**src/sv/fplog_pkg.sv**
```systemverilog
package fplog_pkg;

    localparam logic [1:0] OP_LOG2  = 2'd0;
    localparam logic [1:0] OP_LN    = 2'd1;
    localparam logic [1:0] OP_LOG10 = 2'd2;

    localparam logic [30:0] LN_SCALE   = 31'h58b90bfc;
    localparam logic [30:0] LG10_SCALE = 31'h268826a1;
    localparam logic [31:0] LOG_MIN    = 32'h8000_0000;

    localparam logic [4:0] FRAC_RESET = 5'd16;
    localparam logic [4:0] FRAC_MIN   = 5'd1;
    localparam logic [4:0] FRAC_MAX   = 5'd30;
    localparam logic [4:0] NORM_LAST  = 5'd4;

    typedef struct packed {
        logic load;
        logic norm;
        logic setup;
        logic square;
        logic scale;
        logic finish;
    } fplog_cmd_t;

    typedef struct packed {
        logic norm_last;
        logic sq_last;
    } fplog_status_t;

endpackage

```
**src/sv/fplog_in_if.sv**
```systemverilog
interface fplog_in_if;
    logic        valid;
    logic        ready;
    logic [1:0]  op;
    logic [31:0] operand;

    modport source (output valid, output op, output operand, input ready);
    modport sink   (input valid, input op, input operand, output ready);
endinterface

```
**src/sv/fplog_out_if.sv**
```systemverilog
interface fplog_out_if;
    logic               valid;
    logic               ready;
    logic signed [31:0] log_value;
    logic               zero_input;

    modport source (output valid, output log_value, output zero_input, input ready);
    modport sink   (input valid, input log_value, input zero_input, output ready);
endinterface

```
**src/sv/fplog_dp.sv**
```systemverilog
module fplog_dp
    import fplog_pkg::*;
(
    input  logic          clk,
    input  logic          rst_n,
    input  logic          cfg_we,
    input  logic [4:0]    cfg_wdata,
    input  fplog_cmd_t    cmd,
    output fplog_status_t status,
    input  logic [1:0]    in_op,
    input  logic [31:0]   in_operand,
    output logic [31:0]   log_value,
    output logic          zero_input
);

    logic [4:0]         frac_reg;
    logic [4:0]         p_eff;

    logic [1:0]         op_reg,    op_next;
    logic               zero_reg,  zero_next;
    logic [4:0]         p_reg,     p_next;
    logic [31:0]        x_reg,     x_next;
    logic [4:0]         lz_reg,    lz_next;
    logic [4:0]         cnt_reg,   cnt_next;
    logic [30:0]        m_reg,     m_next;
    logic [31:0]        acc_reg,   acc_next;
    logic [29:0]        bit_reg,   bit_next;
    logic signed [63:0] prod_reg,  prod_next;
    logic [31:0]        res_reg,   res_next;
    logic               zout_reg,  zout_next;

    logic [4:0]         lead;
    logic [6:0]         ip;
    logic [61:0]        sq;
    logic [31:0]        t;
    logic [31:0]        two;
    logic [30:0]        coef;

    always_ff @(posedge clk or negedge rst_n)
    begin
        if (!rst_n)
        begin
            frac_reg <= FRAC_RESET;
        end
        else if (cfg_we)
        begin
            frac_reg <= cfg_wdata;
        end
    end

    always_comb
    begin
        p_eff = frac_reg;
        if (frac_reg < FRAC_MIN)
        begin
            p_eff = FRAC_MIN;
        end
        else if (frac_reg > FRAC_MAX)
        begin
            p_eff = FRAC_MAX;
        end
    end

    assign lead = 5'd31 - lz_reg;
    assign ip   = 7'({2'b00, lead}) - 7'({2'b00, p_reg});
    assign sq   = 62'(m_reg) * 62'(m_reg);
    assign t    = 32'(sq >> p_reg);
    assign two  = 32'd2 << p_reg;
    assign coef = (op_reg == OP_LN) ? LN_SCALE : LG10_SCALE;

    assign status.norm_last = (cnt_reg == NORM_LAST);
    assign status.sq_last   = (cnt_reg == (p_reg - 5'd1));

    always_comb
    begin
        op_next   = op_reg;
        zero_next = zero_reg;
        p_next    = p_reg;
        x_next    = x_reg;
        lz_next   = lz_reg;
        cnt_next  = cnt_reg;
        m_next    = m_reg;
        acc_next  = acc_reg;
        bit_next  = bit_reg;
        prod_next = prod_reg;
        res_next  = res_reg;
        zout_next = zout_reg;

        if (cmd.load)
        begin
            op_next   = in_op;
            zero_next = (in_operand == 32'd0);
            p_next    = p_eff;
            x_next    = in_operand;
            lz_next   = 5'd0;
            cnt_next  = 5'd0;
        end

        // leading-zero search, halving the shift each step
        if (cmd.norm)
        begin
            cnt_next = cnt_reg + 5'd1;
            unique case (cnt_reg)
                5'd0:
                begin
                    if (x_reg[31:16] == '0)
                    begin
                        x_next  = x_reg << 16;
                        lz_next = lz_reg + 5'd16;
                    end
                end
                5'd1:
                begin
                    if (x_reg[31:24] == '0)
                    begin
                        x_next  = x_reg << 8;
                        lz_next = lz_reg + 5'd8;
                    end
                end
                5'd2:
                begin
                    if (x_reg[31:28] == '0)
                    begin
                        x_next  = x_reg << 4;
                        lz_next = lz_reg + 5'd4;
                    end
                end
                5'd3:
                begin
                    if (x_reg[31:30] == '0)
                    begin
                        x_next  = x_reg << 2;
                        lz_next = lz_reg + 5'd2;
                    end
                end
                5'd4:
                begin
                    if (!x_reg[31])
                    begin
                        x_next  = x_reg << 1;
                        lz_next = lz_reg + 5'd1;
                    end
                end
                default:
                begin
                    x_next = x_reg;
                end
            endcase
        end

        // mantissa into [1,2), integer part into the accumulator
        if (cmd.setup)
        begin
            m_next   = 31'(x_reg >> (5'd31 - p_reg));
            acc_next = zero_reg ? LOG_MIN : ({{25{ip[6]}}, ip} << p_reg);
            bit_next = 30'd1 << (p_reg - 5'd1);
            cnt_next = 5'd0;
        end

        if (cmd.square)
        begin
            cnt_next = cnt_reg + 5'd1;
            bit_next = bit_reg >> 1;
            if (t >= two)
            begin
                m_next   = 31'(t >> 1);
                acc_next = acc_reg + {2'b00, bit_reg};
            end
            else
            begin
                m_next = 31'(t);
            end
        end

        if (cmd.scale)
        begin
            prod_next = $signed(acc_reg) * $signed({1'b0, coef});
        end

        if (cmd.finish)
        begin
            res_next  = (op_reg == OP_LN || op_reg == OP_LOG10) ? prod_reg[62:31] : acc_reg;
            zout_next = zero_reg;
        end
    end

    always_ff @(posedge clk or negedge rst_n)
    begin
        if (!rst_n)
        begin
            cnt_reg <= 5'd0;
        end
        else
        begin
            cnt_reg <= cnt_next;
        end
    end

    always_ff @(posedge clk)
    begin
        op_reg   <= op_next;
        zero_reg <= zero_next;
        p_reg    <= p_next;
        x_reg    <= x_next;
        lz_reg   <= lz_next;
        m_reg    <= m_next;
        acc_reg  <= acc_next;
        bit_reg  <= bit_next;
        prod_reg <= prod_next;
        res_reg  <= res_next;
        zout_reg <= zout_next;
    end

    assign log_value  = res_reg;
    assign zero_input = zout_reg;

endmodule

```
**src/sv/fplog_ctrl.sv**
```systemverilog
module fplog_ctrl
    import fplog_pkg::*;
(
    input  logic          clk,
    input  logic          rst_n,
    input  logic          in_valid,
    output logic          in_ready,
    output logic          out_valid,
    input  logic          out_ready,
    input  fplog_status_t status,
    output fplog_cmd_t    cmd
);

    typedef enum logic [2:0] {
        S_IDLE,
        S_NORM,
        S_SETUP,
        S_SQUARE,
        S_SCALE,
        S_OUT
    } state_t;

    state_t state_reg, state_next;
    logic   out_valid_reg, out_valid_next;
    logic   out_free;

    assign out_free = !out_valid_reg || out_ready;
    assign in_ready = (state_reg == S_IDLE);

    always_comb
    begin
        cmd            = '0;
        state_next     = state_reg;
        out_valid_next = out_valid_reg && !out_ready;
        unique case (state_reg)
            S_IDLE:
            begin
                if (in_valid)
                begin
                    cmd.load   = 1'b1;
                    state_next = S_NORM;
                end
            end
            S_NORM:
            begin
                cmd.norm = 1'b1;
                if (status.norm_last)
                begin
                    state_next = S_SETUP;
                end
            end
            S_SETUP:
            begin
                cmd.setup  = 1'b1;
                state_next = S_SQUARE;
            end
            S_SQUARE:
            begin
                cmd.square = 1'b1;
                if (status.sq_last)
                begin
                    state_next = S_SCALE;
                end
            end
            S_SCALE:
            begin
                cmd.scale  = 1'b1;
                state_next = S_OUT;
            end
            S_OUT:
            begin
                if (out_free)
                begin
                    cmd.finish     = 1'b1;
                    out_valid_next = 1'b1;
                    state_next     = S_IDLE;
                end
            end
            default:
            begin
                state_next = S_IDLE;
            end
        endcase
    end

    always_ff @(posedge clk or negedge rst_n)
    begin
        if (!rst_n)
        begin
            state_reg     <= S_IDLE;
            out_valid_reg <= 1'b0;
        end
        else
        begin
            state_reg     <= state_next;
            out_valid_reg <= out_valid_next;
        end
    end

    assign out_valid = out_valid_reg;

endmodule

```
**src/sv/fixed_point_logarithm.sv**
```systemverilog
// Fixed-point log2 / ln / log10 of an unsigned 32-bit value.
// p = effective fraction bits (1..30), the fraction_bits setting clamped to that range.
// One item at a time: a new item is accepted only when idle; the squaring loop runs one step per cycle.
// Leading-zero search, squaring loop, then scaling multiply; output register frees the input.
// Reset: asynchronous active-low; idle, no result pending, fraction_bits = 16.
module fixed_point_logarithm
    import fplog_pkg::*;
(
    input  logic        clk,
    input  logic        rst_n,
    input  logic        cfg_we,
    input  logic [4:0]  cfg_wdata,
    fplog_in_if.sink    in_ch,
    fplog_out_if.source out_ch
);

    fplog_cmd_t    cmd;
    fplog_status_t status;
    logic [31:0]   log_value;

    fplog_ctrl u_ctrl (
        .clk       (clk),
        .rst_n     (rst_n),
        .in_valid  (in_ch.valid),
        .in_ready  (in_ch.ready),
        .out_valid (out_ch.valid),
        .out_ready (out_ch.ready),
        .status    (status),
        .cmd       (cmd)
    );

    fplog_dp u_dp (
        .clk        (clk),
        .rst_n      (rst_n),
        .cfg_we     (cfg_we),
        .cfg_wdata  (cfg_wdata),
        .cmd        (cmd),
        .status     (status),
        .in_op      (in_ch.op),
        .in_operand (in_ch.operand),
        .log_value  (log_value),
        .zero_input (out_ch.zero_input)
    );

    assign out_ch.log_value = $signed(log_value);

endmodule

```
**src/flat_wrapper.sv**
```systemverilog
// flat-port wrapper written by rule: the top's interface ports become plain ports
module fixed_point_logarithm_flat import fplog_pkg::*;
  (clk, rst_n, cfg_we, cfg_wdata, in_ch_valid, in_ch_op, in_ch_operand, in_ch_ready, out_ch_valid, out_ch_log_value, out_ch_zero_input, out_ch_ready);
  fplog_in_if in_ch_i ();
  fplog_out_if out_ch_i ();
  input  logic clk;
  input  logic rst_n;
  input  logic cfg_we;
  input  logic [4:0] cfg_wdata;
  input wire logic [$bits(in_ch_i.valid)-1:0] in_ch_valid;
  input wire logic [$bits(in_ch_i.op)-1:0] in_ch_op;
  input wire logic [$bits(in_ch_i.operand)-1:0] in_ch_operand;
  output wire logic [$bits(in_ch_i.ready)-1:0] in_ch_ready;
  output wire logic [$bits(out_ch_i.valid)-1:0] out_ch_valid;
  output wire logic [$bits(out_ch_i.log_value)-1:0] out_ch_log_value;
  output wire logic [$bits(out_ch_i.zero_input)-1:0] out_ch_zero_input;
  input wire logic [$bits(out_ch_i.ready)-1:0] out_ch_ready;
  assign in_ch_i.valid = in_ch_valid;
  assign in_ch_i.op = in_ch_op;
  assign in_ch_i.operand = in_ch_operand;
  assign in_ch_ready = in_ch_i.ready;
  assign out_ch_valid = out_ch_i.valid;
  assign out_ch_log_value = out_ch_i.log_value;
  assign out_ch_zero_input = out_ch_i.zero_input;
  assign out_ch_i.ready = out_ch_ready;
  fixed_point_logarithm u_core (.clk(clk), .rst_n(rst_n), .cfg_we(cfg_we), .cfg_wdata(cfg_wdata), .in_ch(in_ch_i), .out_ch(out_ch_i));
endmodule
```
**config.mk**
```make
export PLATFORM = sky130hd
export DESIGN_NAME = fixed_point_logarithm_flat
export DESIGN_NICKNAME = d
export VERILOG_FILES = /design/src/sv/fplog_pkg.sv /design/src/sv/fplog_in_if.sv /design/src/sv/fplog_out_if.sv /design/src/sv/fplog_dp.sv /design/src/sv/fplog_ctrl.sv /design/src/sv/fixed_point_logarithm.sv /design/src/flat_wrapper.sv
export SDC_FILE = /design/constraint.sdc
export NUM_CORES = 2
export LEC_CHECK = 0
export ABC_AREA = 1
export BUFFER_PORTS_ARGS = -buffer_cell sky130_fd_sc_hd__clkbuf_2
export CAP_MARGIN = 20
export CORE_MARGIN = 2
export CORE_UTILIZATION = 30
export CTS_BUF_LIST = sky130_fd_sc_hd__clkbuf_8
export DETAILED_ROUTE_END_ITERATION = 7
export PLACE_DENSITY_LB_ADDON = 0.05
export SLEW_MARGIN = 20
export SYNTH_ARGS = -nofsm -noshare
export SYNTH_HDL_FRONTEND = slang
export SYNTH_SLANG_ARGS = --single-unit
export TNS_END_PERCENT = 30
```
**constraint.sdc**
```tcl
create_clock -name clk -period 11.3 [get_ports clk]
set_input_delay 1.695 -clock clk [delete_from_list [all_inputs] [get_ports clk]]
set_output_delay 1.695 -clock clk [all_outputs]
set_load 0.05 [all_outputs]
```
==> results by group <==
Floorplanning
  – Die Width: roughly 490 um
  – I/O Pins: 79
  – # rows: 179
  – Die Ht: 493 um
  – Die ar.: 0.243 mm2
  – Core area: 0.238 mm2
  – Initial Utilization: 30.2%

Worst setup path
  – Crit start category: flip-flop
  – Critical Path Sink Type: flip-flop
  – Worst Path Class, Setup: flip-flop to flip-flop
  – R2R Setup Slk: 0.54 ns
  – R2R cell count: 38
  – Crit path largest cell delay: between 1 and 1.5 ns
  – Stages on worst setup path: 38
  – CP top delay family: adder cells
  – Worst Path Buf+Inv: 3
  – Worst Path Max Fanout: 23
  – Worst-path cell with the longest stage delay: edfxtp_1
  – Reg2reg end: u_core.u_dp.m_reg[18]
  – Crit path DAT: 11.11 ns
  – R2R Path Start: u_core.u_dp.m_reg[0]
  – Required time worst endpoint: 11.65 ns

GRT
  – GRT Overall Usage: between 20% and 30%
  – Pin count of the biggest net entering global routing: 134
  – First-pass GRT wire length: around 410 mm
  – Initial antenna violation count: 2
  – Total grt overflow: 0
  – Vias in the first global route: ~63,000

CTS
  – CTS tree: done
  – H-Tree Level Count: 2
  – Clk sinks: 217
  – Clk buf depth: 3
  – Clock-pin slew on the worst setup and hold paths: 0.07 ns
  – Cts bufs inserted: 45
  – Clk root buf: clkbuf_8
  – Clk Latency, worst-skew pair: between 0.7 and 0.8 ns
  – CTS Hold Bufs: 0

STA
  – Slew headroom: 26.3%
  – Unrepaired setup endpoints after global routing: false
  – Worst Max-Slew Pin Slew: 1.10 ns
  – Pins over their slew limit: 0
  – Fin. Hold Viols: 0
  – Fmax: 93.0 MHz
  – Final setup vio count: 0
  – Tcrit/Tclk final: 95.2%
  – Clk_skew: approximately 0.033 ns
  – Final min period: 10.76 ns

Job
  – Number of max-cap violations: 0

Route
  – Antenna-violating nets left: 0
  – Iteration-0 DRC Markers: 3,421
  – Via count: 56,700
  – First-pass DRT Iterations: 7
  – DR vias/cell: ~4.7
  – Routed wire length: 271 mm
  – Residual DRC count: 0
  – DR WL/cell: 22.3 um

Logic synthesis
  – Flops & latches, synth: about 220
  – Ys async rst share: 6.45%
  – Post-synth top cells: inv_1, nand2_1, fa_1
  – Gate Count Post-Synth: 8,846
  – Post-synthesis sequential area ratio: between 8 and 9%
  – Synth top area cells: fa_1, inv_1, ha_1, nand2_1, edfxtp_1
  – Yosys warns: 0
  – Mapped Area: ~0.07 mm2
  – Post-synth top area share: 41.8%
  – Avg Cell Area, Syn: about 8 um2
  – Post-synth EDFFs: 169
  – Most frequent cell after synthesis: inv_1
  – Distinct cells, synth: 67
  – Cell taking the most area after synthesis: fa_1
  – Top_reg_cell synth: edfxtp_1

Placed design
  – Post-Place Cells: 12,100
  – RD Place Congestion: around 0.93
  – Half-perimeter wire length after detailed placement: 234 mm
  – Buffers on Ports: 78

Hold path
  – WHS Path Cells: 0
  – Hold-critical path endpoint: u_core.u_dp.p_reg[2]
  – Hold crit path type: flip-flop to flip-flop
  – Min-Delay Startpoint: u_core.u_dp.frac_reg[2]

Status
  – Status: completed

Cells and area
  – Fill count: 25,700
  – Post-layout nets: 11,100
  – Multi-input gate area: ~0.056 mm2
  – Reg area: 0.00611 mm2
  – Final std cells w/o fill: 12,200
  – Layout cell share with drive strength beyond 1: 4.69%
  – Fin util: 32.9%
  – Area growth from synthesis to layout: 8.95%
## worst max path at each step
stage,from,to,slack (ns)
after global placement,u_core.u_dp.m_reg[9],u_core.u_dp.m_reg[18],-0.17
after floorplan,u_core.u_dp.m_reg[16],u_core.u_dp.m_reg[17],2.37
after CTS,u_core.u_dp.m_reg[17],u_core.u_dp.m_reg[18],0.04
after global routing,u_core.u_dp.m_reg[21],u_core.u_dp.m_reg[18],0.04
after detailed placement,u_core.u_dp.m_reg[9],u_core.u_dp.m_reg[18],-0.12
final,u_core.u_dp.m_reg[0],u_core.u_dp.m_reg[18],0.54
## timing repair
| item | CTS | global route |
|---|---|---|
| gates resized for setup | 0 | 5 |
| endpoints found under the setup margin | 5 | 63 |
| buffers inserted | 5 | 9 |
| pin swaps | 1 | 1 |
| cloned | 1 | 0 |
## kinds of logic after synthesis
| group | count (synthesis) | share of synthesized area, % |
|---|---|---|
| compound gates | 802 | 6.31 |
| mux | 29 | 0.404 |
| buf+inv | 2662 | 14.0 |
| xor+xnor | 131 | 1.60 |
| simple gates | 2893 | 16.8 |
| flops | 217 | 8.50 |
| fa+ha+maj | 2110 | 52.4 |
| other cells | 2 | 0.0105 |
## placed cells by master, fill, tap and decap left out, drive strengths merged, types with 169 or more instances in the layout
cell	synthesis	routed
nand2	1841	1841
a21oi	265	265
buf	74	170
nand3	537	537
edfxtp	169	169
o21ai	316	316
fa	1502	1502
inv	2401	2410
ha	608	608
nor2	391	392
## final cells by class
type	count	area share, %
Antenna cell	1	0.00320
Inverter	2410	11.6
Timing Repair Buffer	248	2.67
Tap cell	3167	5.06
Clock buffer	50	0.879
Multi-Input combinational cell	6032	71.6
Clock inverter	34	0.463
Sequential cell	217	7.80
## through the flow
stage | hold slack, ns | worst slack [ns] | cell area, um2 | TNS (ns)
2_1_floorplan | 0.427 | 2.37 | 72100 | 0
3_3_place_gp | 0.435 | -0.170 | 77000 | -0.362
3_5_place_dp | 0.435 | -0.121 | 77000 | -0.205
4_1_cts | 0.444 | 0.0356 | 78100 | 0
5_1_grt | 0.464 | 0.0417 | 78300 | 0
6_report | 0.446 | 0.542 | 78300 | 0
## routing by layer
layer  GRT usage (%)  part of all wire [%]
met5               0                     0
met4            4.86                   2.4
met3            1.37                   2.7
met2            39.9                    50
met1            30.7                    45
## worst register-to-register path: cells and delay by family (launching register included)
kind / cells / cell delay (ns)
compound gates: 5 / 0.84
fa+ha+maj: 10 / 4.82
buf+inv: 3 / 0.45
flops: 1 / 1.02
simple gates: 20 / 3.29
Power is left out: the tool's default activity adds up to more than one toggle a clock period on the data nets, which glitch-free logic cannot reach.
